`config.mk`:
```
export PLATFORM = sky130hd
export DESIGN_NAME = bus_mouse_adapter
export DESIGN_NICKNAME = d
export VERILOG_FILES = /design/src/hdl/bma_pkg.sv /design/src/hdl/bus_mouse_adapter.sv
export SDC_FILE = /design/constraint.sdc
export NUM_CORES = 1
export LEC_CHECK = 0
export BUFFER_PORTS_ARGS = -buffer_cell sky130_fd_sc_hd__buf_2
export CAP_MARGIN = 10
export CORE_MARGIN = 5
export CORE_UTILIZATION = 50
export DETAILED_ROUTE_END_ITERATION = 12
export PLACE_DENSITY = 0.68
export SLEW_MARGIN = 20
export SYNTH_ARGS = -nofsm -noshare
export SYNTH_HDL_FRONTEND = slang
export SYNTH_SLANG_ARGS = --single-unit
export TNS_END_PERCENT = 100
```
`constraint.sdc`:
```
create_clock -name aclk -period 7.2 [get_ports aclk]
set_input_delay 1.44 -clock aclk [delete_from_list [all_inputs] [get_ports aclk]]
set_output_delay 1.44 -clock aclk [all_outputs]
set_load 0.01 [all_outputs]
```
`src/hdl/bma_pkg.sv`:
```
// ---------------------------------------------------------------------------
// bma_pkg - bus mouse adapter definitions
// operation and port codes, command selectors, control bytes and helpers
// ---------------------------------------------------------------------------
package bma_pkg;

    // item kinds carried in tuser
    typedef enum logic [1:0] {
        OP_READ  = 2'd0,
        OP_WRITE = 2'd1,
        OP_MOVE  = 2'd2,
        OP_TICK  = 2'd3
    } op_t;

    // port offsets
    typedef enum logic [1:0] {
        PORT_CONTROL   = 2'd0,
        PORT_DATA      = 2'd1,
        PORT_SIGNATURE = 2'd2,
        PORT_UNUSED    = 2'd3
    } port_t;

    // data port selectors
    localparam logic [2:0] CMD_BUTTONS = 3'd0;
    localparam logic [2:0] CMD_X       = 3'd1;
    localparam logic [2:0] CMD_Y       = 3'd2;
    localparam logic [2:0] CMD_COMMAND = 3'd7;

    // fixed byte values and the interrupt keep bit index
    localparam logic [7:0] SIG_FIRST    = 8'hDE;
    localparam logic [7:0] SIG_SECOND   = 8'h22;
    localparam logic [7:0] CMD_IRQ_OFF  = 8'h10;
    localparam logic [7:0] CMD_IRQ_ON   = 8'h11;
    localparam int         KEEP_IRQ_BIT = 5;
    localparam logic [7:0] CTRL_RESET   = 8'h80;

    localparam logic [7:0] BYTE_MAX = 8'h7F;
    localparam logic [7:0] BYTE_MIN = 8'h80;

    // halve toward zero when magnitude exceeds one, clamp to a signed byte
    function automatic logic signed [7:0] scale_delta(input logic signed [15:0] d);
        logic signed [15:0] h;
        begin
            h = d;
            if (d < -16'sd1 || d > 16'sd1) begin
                h = d + $signed({15'd0, d[15]});
                h = h >>> 1;
            end
            if (h > 16'sd127) begin
                scale_delta = $signed(BYTE_MAX);
            end else if (h < -16'sd128) begin
                scale_delta = $signed(BYTE_MIN);
            end else begin
                scale_delta = h[7:0];
            end
        end
    endfunction

    // saturate a 17-bit sum to 16 bits
    function automatic logic signed [15:0] sat16(input logic signed [16:0] v);
        begin
            if (v > 17'sd32767) begin
                sat16 = 16'sh7FFF;
            end else if (v < -17'sd32768) begin
                sat16 = 16'sh8000;
            end else begin
                sat16 = v[15:0];
            end
        end
    endfunction

endpackage

```
`src/hdl/bus_mouse_adapter.sv`:
```
// ---------------------------------------------------------------------------
// bus_mouse_adapter - four-port bus mouse adapter
// port reads and writes, motion events and timer ticks, one result per item
// ---------------------------------------------------------------------------
//
//  channel  | direction | tdata (low bit up)                          | tuser
//  ---------+-----------+---------------------------------------------+----------
//  s_       | in        | port, write_data, move_x, move_y, buttons   | operation
//  m_       | out       | read_data, irq_level, access_error          | -
//
//  one word per cycle sustained while results are taken; each word passes
//  through the input register and then leaves through the result register
//  state is updated as the word moves from input register to result register
//  aresetn (synchronous, active low) clears all adapter state and both valids
//  a stalled result holds; the input register still takes a word while the
//  result waits, and s_tready drops only when both stages are full
//
module bus_mouse_adapter
    import bma_pkg::*;
(
    input  logic        aclk,
    input  logic        aresetn,

    input  logic        s_tvalid,
    output logic        s_tready,
    // port[1:0], write_data[9:2], move_x[25:10], move_y[41:26], buttons[44:42]
    input  logic [47:0] s_tdata,
    // operation[1:0]
    input  logic [1:0]  s_tuser,

    output logic        m_tvalid,
    input  logic        m_tready,
    // read_data[7:0], irq_level[8], access_error[9]
    output logic [15:0] m_tdata
);

    // input register
    logic               in_valid_reg;
    logic [1:0]         op_reg;
    logic [1:0]         port_reg;
    logic [7:0]         wdata_reg;
    logic signed [15:0] move_x_reg;
    logic signed [15:0] move_y_reg;
    logic [2:0]         buttons_reg;

    // result register
    logic               out_valid_reg;
    logic [7:0]         rdata_reg;
    logic               irq_out_reg;
    logic               err_reg;

    // adapter state
    logic [7:0]         control_reg,  control_next;
    logic [2:0]         sel_cmd_reg,  sel_cmd_next;
    logic [7:0]         cmd_byte_reg, cmd_byte_next;
    logic               irq_en_reg,   irq_en_next;
    logic               irq_line_reg, irq_line_next;
    logic               sig_phase_reg, sig_phase_next;
    logic [7:0]         lat_x_reg,    lat_x_next;
    logic [7:0]         lat_y_reg,    lat_y_next;
    logic [7:0]         lat_btn_reg,  lat_btn_next;
    logic signed [15:0] carry_x_reg,  carry_x_next;
    logic signed [15:0] carry_y_reg,  carry_y_next;

    logic               advance;
    logic [7:0]         rdata_next;
    logic               err_next;

    // motion path
    logic signed [7:0]  dx;
    logic signed [7:0]  dy;
    logic signed [15:0] cx;
    logic signed [15:0] cy;

    // result stage free or draining this cycle
    assign advance  = !out_valid_reg || m_tready;
    assign s_tready = !in_valid_reg || advance;

    assign m_tvalid = out_valid_reg;
    assign m_tdata  = {6'd0, err_reg, irq_out_reg, rdata_reg};

    // scaled deltas and saturated carries
    assign dx = scale_delta(move_x_reg);
    assign dy = scale_delta(move_y_reg);
    assign cx = sat16($signed({carry_x_reg[15], carry_x_reg})
                      + $signed({{9{dx[7]}}, dx}));
    assign cy = sat16($signed({carry_y_reg[15], carry_y_reg})
                      - $signed({{9{dy[7]}}, dy}));

    always_comb begin
        control_next   = control_reg;
        sel_cmd_next   = sel_cmd_reg;
        cmd_byte_next  = cmd_byte_reg;
        irq_en_next    = irq_en_reg;
        irq_line_next  = irq_line_reg;
        sig_phase_next = sig_phase_reg;
        lat_x_next     = lat_x_reg;
        lat_y_next     = lat_y_reg;
        lat_btn_next   = lat_btn_reg;
        carry_x_next   = carry_x_reg;
        carry_y_next   = carry_y_reg;
        rdata_next     = 8'd0;
        err_next       = 1'b0;

        case (op_t'(op_reg))
            OP_READ: begin
                case (port_t'(port_reg))
                    PORT_CONTROL: rdata_next = control_reg;
                    PORT_DATA: begin
                        case (sel_cmd_reg)
                            CMD_BUTTONS: rdata_next = lat_btn_reg;
                            CMD_X:       rdata_next = lat_x_reg;
                            CMD_Y:       rdata_next = lat_y_reg;
                            CMD_COMMAND: rdata_next = cmd_byte_reg;
                            default:     err_next   = 1'b1;
                        endcase
                    end
                    PORT_SIGNATURE: begin
                        rdata_next     = sig_phase_reg ? SIG_SECOND : SIG_FIRST;
                        sig_phase_next = !sig_phase_reg;
                    end
                    default: err_next = 1'b1;
                endcase
            end
            OP_WRITE: begin
                case (port_t'(port_reg))
                    PORT_CONTROL: begin
                        control_next = wdata_reg;
                        // restored command decode
                        if (wdata_reg == {5'd0, CMD_BUTTONS} || wdata_reg == {5'd0, CMD_X}
                            || wdata_reg == {5'd0, CMD_Y}
                            || wdata_reg == {5'd0, CMD_COMMAND}) begin
                            sel_cmd_next = wdata_reg[2:0];
                        end else if (wdata_reg == CTRL_RESET) begin
                            sel_cmd_next  = CMD_BUTTONS;
                            cmd_byte_next = CTRL_RESET;
                        end
                    end
                    PORT_DATA: begin
                        if (sel_cmd_reg == CMD_COMMAND) begin
                            if (wdata_reg == CMD_IRQ_OFF) begin
                                irq_en_next = 1'b0;
                            end else if (wdata_reg == CMD_IRQ_ON) begin
                                irq_en_next = 1'b1;
                            end else begin
                                cmd_byte_next = wdata_reg;
                                if (!wdata_reg[KEEP_IRQ_BIT]) begin
                                    irq_line_next = 1'b0;
                                end
                            end
                        end else begin
                            err_next = 1'b1;
                        end
                    end
                    default: err_next = 1'b1;
                endcase
            end
            OP_MOVE: begin
                // emit at most a signed byte from each carry, keep the rest
                if (cx > 16'sd127) begin
                    lat_x_next   = BYTE_MAX;
                    carry_x_next = cx - 16'sd127;
                end else if (cx < -16'sd128) begin
                    lat_x_next   = BYTE_MIN;
                    carry_x_next = cx + 16'sd128;
                end else begin
                    lat_x_next   = cx[7:0];
                    carry_x_next = 16'sd0;
                end
                if (cy > 16'sd127) begin
                    lat_y_next   = BYTE_MAX;
                    carry_y_next = cy - 16'sd127;
                end else if (cy < -16'sd128) begin
                    lat_y_next   = BYTE_MIN;
                    carry_y_next = cy + 16'sd128;
                end else begin
                    lat_y_next   = cy[7:0];
                    carry_y_next = 16'sd0;
                end
                // inverted, left moved to bit 2 and right to bit 0
                lat_btn_next = ~{5'd0, buttons_reg[0], 1'b0, buttons_reg[1]};
            end
            OP_TICK: begin
                if (irq_en_reg) begin
                    irq_line_next = 1'b1;
                end
            end
            default: ;
        endcase
    end

    // input register
    always_ff @(posedge aclk) begin
        if (!aresetn) begin
            in_valid_reg <= 1'b0;
        end else if (s_tready) begin
            in_valid_reg <= s_tvalid;
        end
        if (s_tready && s_tvalid) begin
            op_reg      <= s_tuser[1:0];
            port_reg    <= s_tdata[1:0];
            wdata_reg   <= s_tdata[9:2];
            move_x_reg  <= s_tdata[25:10];
            move_y_reg  <= s_tdata[41:26];
            buttons_reg <= s_tdata[44:42];
        end
    end

    // state and result register
    always_ff @(posedge aclk) begin
        if (!aresetn) begin
            out_valid_reg <= 1'b0;
            control_reg   <= 8'd0;
            sel_cmd_reg   <= CMD_BUTTONS;
            cmd_byte_reg  <= 8'd0;
            irq_en_reg    <= 1'b0;
            irq_line_reg  <= 1'b0;
            sig_phase_reg <= 1'b0;
            lat_x_reg     <= 8'd0;
            lat_y_reg     <= 8'd0;
            lat_btn_reg   <= 8'd0;
            carry_x_reg   <= 16'sd0;
            carry_y_reg   <= 16'sd0;
        end else if (advance) begin
            out_valid_reg <= in_valid_reg;
            if (in_valid_reg) begin
                control_reg   <= control_next;
                sel_cmd_reg   <= sel_cmd_next;
                cmd_byte_reg  <= cmd_byte_next;
                irq_en_reg    <= irq_en_next;
                irq_line_reg  <= irq_line_next;
                sig_phase_reg <= sig_phase_next;
                lat_x_reg     <= lat_x_next;
                lat_y_reg     <= lat_y_next;
                lat_btn_reg   <= lat_btn_next;
                carry_x_reg   <= carry_x_next;
                carry_y_reg   <= carry_y_next;
            end
        end
        if (advance && in_valid_reg) begin
            rdata_reg   <= rdata_next;
            irq_out_reg <= irq_line_next;
            err_reg     <= err_next;
        end
    end

endmodule

```
# Word level (Yosys, flattened, before mapping)
# Index checks and enable logic that the tools add are counted.
dict set report word_totals {
  n_memories 0
  mem_bits_rw 0
  latchBits 0
  word_cells 137
  romBits 0
  register_bits 136
  out_inout_bits 18
  input_bits 54
}
dict set report op_classes {
  div 0
  order_cmp 16
  bitwise 1
  eq_ne 19
  shift 0
  n_mul 0
  n_addsub 8
  reduce_logical 28
  muxes 43
}
# op n
set ops {}
lappend ops {{2-to-1 mux 16 bit} 10}
lappend ops {{2-to-1 mux 8 bit} 14}
lappend ops {{greater-than comparator 16 x 8 -> 1 bit (second input constant)} 4}
lappend ops {{less-than comparator 16 x 8 -> 1 bit (second input constant)} 4}
lappend ops {{greater-than comparator 17 x 16 -> 1 bit (second input constant)} 2}
lappend ops {{less-than comparator 17 x 16 -> 1 bit (second input constant)} 2}
lappend ops {{adder 16 x 2 -> 16 bit} 2}
lappend ops {{adder 16 x 9 -> 16 bit (second input constant)} 2}
lappend ops {{greater-than comparator 16 x 2 -> 1 bit (second input constant)} 2}
lappend ops {{less-than comparator 16 x 1 -> 1 bit (second input constant)} 2}
lappend ops {{one-hot mux 8 bit (4 select lines)} 1}
lappend ops {{subtractor 16 x 8 -> 16 bit (second input constant)} 2}
lappend ops {{one-hot mux 8 bit (3 select lines)} 1}
lappend ops {{adder 16 x 8 -> 17 bit} 1}
lappend ops {{subtractor 16 x 8 -> 17 bit} 1}
lappend ops {{equality test 8 x 5 -> 1 bit (second input constant)} 2}
lappend ops {{one-hot mux 8 bit (2 select lines)} 1}
lappend ops {{2-to-1 mux 1 bit} 10}
lappend ops {{!= test 2 bit (second input constant)} 5}
lappend ops {{AND reduction 9 bit} 1}
lappend ops {{equality test 8 x 1 -> 1 bit (second input constant)} 1}
lappend ops {{equality test 8 x 2 -> 1 bit (second input constant)} 1}
lappend ops {{equality test 8 x 3 -> 1 bit (second input constant)} 1}
lappend ops {{equality test 8 bit (second input constant)} 1}
lappend ops {{22 further kinds} 42}

# Logic depth before layout (Yosys ltp)
dict set report depth {
  depth_word 13
  ltp_mapped 30
  mapped_depth_nobuf 28
}

# Worst setup path before layout
# OpenSTA, ideal clock, no wires.
dict set report synth_path {
  path_kind {register to register}
  start {reg move_y_reg[15]}
  end {reg carry_y_reg[10]}
  required_ps 7081
  arrival_ps 5595
  n_path_buf 1
  setup_time_ps 119
  path_stages_with_launch 29
  path_slack_ps 1486
  period_less_slack_ps 5714
  cell_sequence {edfxtp_1 > inv_1 > nor2_1 > ha_1 > nand3_1 > nor2_1 > and3b_1 > o21ai_0 > a211oi_1 > a31oi_1 > o21ai_0 > nor2b_1 > a21oi_1 > ha_1 > o211ai_1 > a21oi_2 > o21ai_0 > a211o_1 > nand2_1 > clkbuf_1 > nand2_1 > nand2_1 > ha_1 > inv_1 > o41ai_1 > nor3_1 > xnor2_1 > a31oi_1 > o221a_1}
}
dict set report synth_between {
  elab_chain_len 13
  elab_cells_between_ends 20
}
# element line_no
set synth_lines {}
lappend synth_lines {{start, declared} bus_mouse_adapter.sv:43} ;# logic signed [15:0] move_y_reg;
lappend synth_lines {{start signal, assigned} bus_mouse_adapter.sv:204} ;# move_y_reg <= s_tdata[41:26];
lappend synth_lines {{less-than comparator 16 x 1 -> 1 bit or greater-than comparator 16 x 2 -> 1 bit (tied branches)} bma_pkg.sv:45} ;# if (d < -16'sd1 || d > 16'sd1) begin
lappend synth_lines {{logical OR 1 bit} bma_pkg.sv:45}
lappend synth_lines {{2-to-1 mux 16 bit (*)} bma_pkg.sv:45}
lappend synth_lines {{less-than comparator 16 x 8 -> 1 bit} bma_pkg.sv:51} ;# end else if (h < -16'sd128) begin
lappend synth_lines {{2-to-1 mux 8 bit} bma_pkg.sv:51}
lappend synth_lines {{2-to-1 mux 8 bit (*)} bma_pkg.sv:49} ;# if (h > 16'sd127) begin
lappend synth_lines {{subtractor 16 x 8 -> 17 bit (*)} bus_mouse_adapter.sv:88} ;# - $signed({{9{dy[7]}}, dy}));
lappend synth_lines {{less-than comparator 17 x 16 -> 1 bit} bma_pkg.sv:64} ;# end else if (v < -17'sd32768) begin
lappend synth_lines {{2-to-1 mux 16 bit} bma_pkg.sv:64}
lappend synth_lines {{2-to-1 mux 16 bit (*)} bma_pkg.sv:62} ;# if (v > 17'sd32767) begin
lappend synth_lines {{adder 16 x 9 -> 16 bit or less-than comparator 16 x 8 -> 1 bit (tied branches)} {bus_mouse_adapter.sv:175, bus_mouse_adapter.sv:173}}
lappend synth_lines {{2-to-1 mux 16 bit} bus_mouse_adapter.sv:173} ;# end else if (cy < -16'sd128) begin
lappend synth_lines {{2-to-1 mux 16 bit (*)} bus_mouse_adapter.sv:170} ;# if (cy > 16'sd127) begin
lappend synth_lines {{end signal, assigned} bus_mouse_adapter.sv:237} ;# carry_y_reg <= carry_y_next;
lappend synth_lines {{end, declared} bus_mouse_adapter.sv:63} ;# logic signed [15:0] carry_y_reg, carry_y_next;
# Every way passes the cells marked *; elsewhere a longest branch is shown, timed or not.
# A chain may end at the register's enable or synchronous reset.

# Worst setup path after layout
dict set report layout_path {
  start {reg move_x_reg[15]}
  end {reg carry_x_reg[12]}
}
dict set report layout_between {
  elab_chain_len 13
  elab_cells_between_ends 20
}
# element line_no
set layout_lines {}
lappend layout_lines {{start, declared} bus_mouse_adapter.sv:42} ;# logic signed [15:0] move_x_reg;
lappend layout_lines {{start signal, assigned} bus_mouse_adapter.sv:203} ;# move_x_reg <= s_tdata[25:10];
lappend layout_lines {{less-than comparator 16 x 1 -> 1 bit or greater-than comparator 16 x 2 -> 1 bit (tied branches)} bma_pkg.sv:45}
lappend layout_lines {{logical OR 1 bit} bma_pkg.sv:45}
lappend layout_lines {{2-to-1 mux 16 bit (*)} bma_pkg.sv:45}
lappend layout_lines {{less-than comparator 16 x 8 -> 1 bit} bma_pkg.sv:51}
lappend layout_lines {{2-to-1 mux 8 bit} bma_pkg.sv:51}
lappend layout_lines {{2-to-1 mux 8 bit (*)} bma_pkg.sv:49}
lappend layout_lines {{adder 16 x 8 -> 17 bit (*)} bus_mouse_adapter.sv:86} ;# + $signed({{9{dx[7]}}, dx}));
lappend layout_lines {{less-than comparator 17 x 16 -> 1 bit} bma_pkg.sv:64}
lappend layout_lines {{2-to-1 mux 16 bit} bma_pkg.sv:64}
lappend layout_lines {{2-to-1 mux 16 bit (*)} bma_pkg.sv:62}
lappend layout_lines {{adder 16 x 9 -> 16 bit or less-than comparator 16 x 8 -> 1 bit (tied branches)} {bus_mouse_adapter.sv:165, bus_mouse_adapter.sv:163}}
lappend layout_lines {{2-to-1 mux 16 bit} bus_mouse_adapter.sv:163} ;# end else if (cx < -16'sd128) begin
lappend layout_lines {{2-to-1 mux 16 bit (*)} bus_mouse_adapter.sv:160} ;# if (cx > 16'sd127) begin
lappend layout_lines {{end signal, assigned} bus_mouse_adapter.sv:236} ;# carry_x_reg <= carry_x_next;
lappend layout_lines {{end, declared} bus_mouse_adapter.sv:62} ;# logic signed [15:0] carry_x_reg, carry_x_next;
# Marked as above.

==> results.py <==
metrics = {
    "setup_path": {
        "reg2reg_depth": 24,
        "cp-start-kind": "flop",
        "cp-end-kind": "flop",
        "path_class": "flop to flop",
        "cp_max_fo": 9,
        "worstReg2RegEnd": "carry_x_reg[12]",
        "r2r_start": "move_x_reg[15]",
        "cp.arrival_ps": 6870,
        "reg2reg_slack_ps": 600,
        "required_ps": 7470,
    },
    "pwr": {
        "p_int_mw": 1.53,
        "p_per_area_nw_per_um2": 207,
        "swShare": 0.325,
        "power_frac_comb": 0.237,
        "leakagePower_nw": 4.15,
        "pwr-share-seq": 0.369,
        "peakVddDrop_uv": 223,
        "p_sw_uw": 734,
        "power_frac_clock": 0.394,
    },
    "floorplan": {
        "die_y_um": 151,
        "rows": 51,
        "initial_core_util": 0.507,
        "die_w_um": 151,
        "io_pins": 72,
        "fp.dieArea_um2": 22700,
        "core_um2": 19500,
    },
    "layout": {
        "diodes": 0,
        "drive_gt1_frac": 0.124,
        "fin_nets": 1300,
        "fin_util": 0.560,
        "layoutNonFillerInstCount": 1482,
        "area_growth_pct": 10.3,
        "nFillCells": 1790,
        "multiInputGateArea_um2": 6240,
        "regArea_um2": 3180,
    },
    "detailed_routing": {
        "wl_mm": 25.3,
        "vias": 8956,
        "first_pass_iters": 5,
        "ant_nets": 0,
        "vias_per_cell": 6.04,
        "drt_iter0_markers": 705,
        "drc_errors": 0,
        "routedWlPerCell_um": 17.0,
    },
    "yosys": {
        "synthDistinctLibCells": 96,
        "yosysMostFrequentCell": "nand2_1",
        "synth_top_cell_area_share": 0.170,
        "yosysWarnings": 0,
        "synth-seq-area-share": 0.322,
        "synthArstFlopShare": 0,
        "synth_flop_cell": "dfxtp_1",
        "yosys_register_bits": 131,
        "avgSynthCellArea_um2": 8.43,
        "syn-cell-area_um2": 9870,
        "synth_common_cells": "nand2_1 (103), a21oi_1 (101), nor2_1 (84)",
        "syn_inst": 1172,
        "synth-edff-count": 56,
        "synth_area_leaders": "edfxtp_1 (17%), dfxtp_1 (15%), a21oi_1 (5.1%), ha_1 (5.1%), nand2_1 (3.9%)",
        "yosysTopAreaCell": "edfxtp_1",
    },
    "min_path": {
        "min_path_cells": 1,
        "min_path_type": "flop to flop",
        "min-delay-start": "lat_btn_reg[6]",
        "min_delay_worst_endpoint": "lat_btn_reg[6]",
    },
    "place": {
        "gp_congestion": 0.931,
        "dp_cells": 1450,
        "hpwl_mm": 18.1,
        "io_buffers": 61,
        "dp_slack_ps": 664,
    },
    "status": {
        "outcome": "finished, final reports clean",
    },
    "cts": {
        "cts_tree": "built",
        "cts_hold_buf": 0,
        "htree_levels": 4,
        "numCtsBuffers": 17,
        "path_clk_slew_ps": 60,
        "clkSinkCount": 131,
        "postCtsResizedCells": 0,
        "ctsRootBufferMaster": "clkbuf_16",
        "clockBufferDepth": 2,
        "postCtsSetupRepairBufs": 0,
        "clk_latency_ps": 420,
    },
    "timing": {
        "clock_skew_ps": 6.77,
        "relSlewSlack": 0.324,
        "hold_slack_ps": 457,
        "report.final.slew_viol_count": 0,
        "fmax_ghz": 0.152,
        "finalWorstSetupSlack_ps": 602,
        "setup_viol": 0,
        "setup_tns_ps": 0,
        "hold_viol_final": 0,
        "rsz0062_at_grt": "no",
        "fin_crit_sh": 0.916,
        "period_minus_slack_ps": 6600,
        "worst_pin_slew_ps": 1010,
    },
    "global_route": {
        "grt_pass1_wl_mm": 41.3,
        "grt_max_degree": 68,
        "grt_overflow": 0,
        "antenna_found_initial": 0,
        "grt_pass1_vias": 8219,
        "track_usage": 0.224,
    },
    "flow_run": {
        "maxCapViolCount": 0,
    },
}
[metal layers]
layer | vias to the layer above | global-route usage | share of wire
met5 | - | 0 | 0
met3 | 33 | 0.0367 | 0.065
met1 | 4177 | 0.319 | 0.47
met2 | 280 | 0.348 | 0.45
li1 | 4466 | - | -
met4 | 0 | 0.0691 | 0.016
[layout make-up]
type / instances / share of cell area
clock buffer: 17 / 0.0390
timing repair buffer: 77 / 0.0390
sequential: 131 / 0.292
inverter: 31 / 0.0107
multi-input combinational: 946 / 0.573
clock inverter: 15 / 0.0157
tap: 265 / 0.0304
[cells by family after synthesis]
group | count (synthesis) | synth area share
AND/OR/NAND/NOR | 427 | 0.226
AO/OA/AOI/OAI | 392 | 0.271
flip-flops | 131 | 0.322
buffers and inverters | 100 | 0.0485
XOR/XNOR | 54 | 0.0517
adder cells (fa/ha/maj) | 52 | 0.0649
multiplexers | 15 | 0.0152
other | 1 | 0.000380
[how the worst max path moves through the flow]
stage / startpoint / endpoint / slack, ps / depth (start not counted)
global route: move_x_reg[15] / carry_x_reg[12] / 30 / 24
detailed placement: move_y_reg[15] / carry_y_reg[14] / 660 / 26
finish: move_x_reg[15] / carry_x_reg[12] / 600 / 24
floorplan: move_y_reg[15] / carry_y_reg[10] / 1490 / 28
CTS: move_y_reg[15] / carry_y_reg[14] / 620 / 26
global placement: move_y_reg[15] / carry_y_reg[14] / 720 / 26
[worst max-delay path, cell delays in order, from the launching register on]
cell	delay, ps
edfxtp_1	490
and2_1	170
ha_1	260
nand4_1	270
nor3_1	250
mux2i_1	240
o221ai_1	150
o31ai_1	610
o21ai_0	270
ha_1	450
a21oi_1	410
o211ai_1	250
a211oi_1	380
a211oi_2	120
nor2_1	240
o21ai_1	170
ha_1	260
nand2_1	90
nor4_1	60
buf_4	170
nor4_1	460
nand3b_1	170
xor2_1	170
o21ai_0	220
a31oi_1	130
[layout by cell type, fill, tap and decap left out, types with 29 or more instances in the layout]
cell	count
edfxtp_1	56
inv_1	31
nand2_1	103
nand3_1	41
ha_1	40
nor3_1	40
xnor2_1	29
a31oi_1	31
nor2_1	83
o21ai_0	77
buf_2	61
dfxtp_1	75
a21oi_1	101
[metrics by stage]
| step | power, mW | area, um^2 |
|---|---|---|
| after global routing | 2.37 | 10900 |
| after global placement | 1.37 | 10300 |
| after detailed placement | 1.37 | 10300 |
| after CTS | 2.26 | 10900 |
| after floorplan | 1.25 | 9890 |
| final | 2.26 | 10900 |
[power groups by stage]
stage | sequential (mW) | clock, mW | combinational, mW
3_5_place_dp | 0.850 | 0 | 0.525
6_report | 0.834 | 0.890 | 0.536
4_1_cts | 0.834 | 0.903 | 0.528
2_1_floorplan | 0.839 | 0 | 0.415
3_3_place_gp | 0.850 | 0 | 0.520
5_1_grt | 0.838 | 0.942 | 0.593
(Power assumes the default switching activity.)
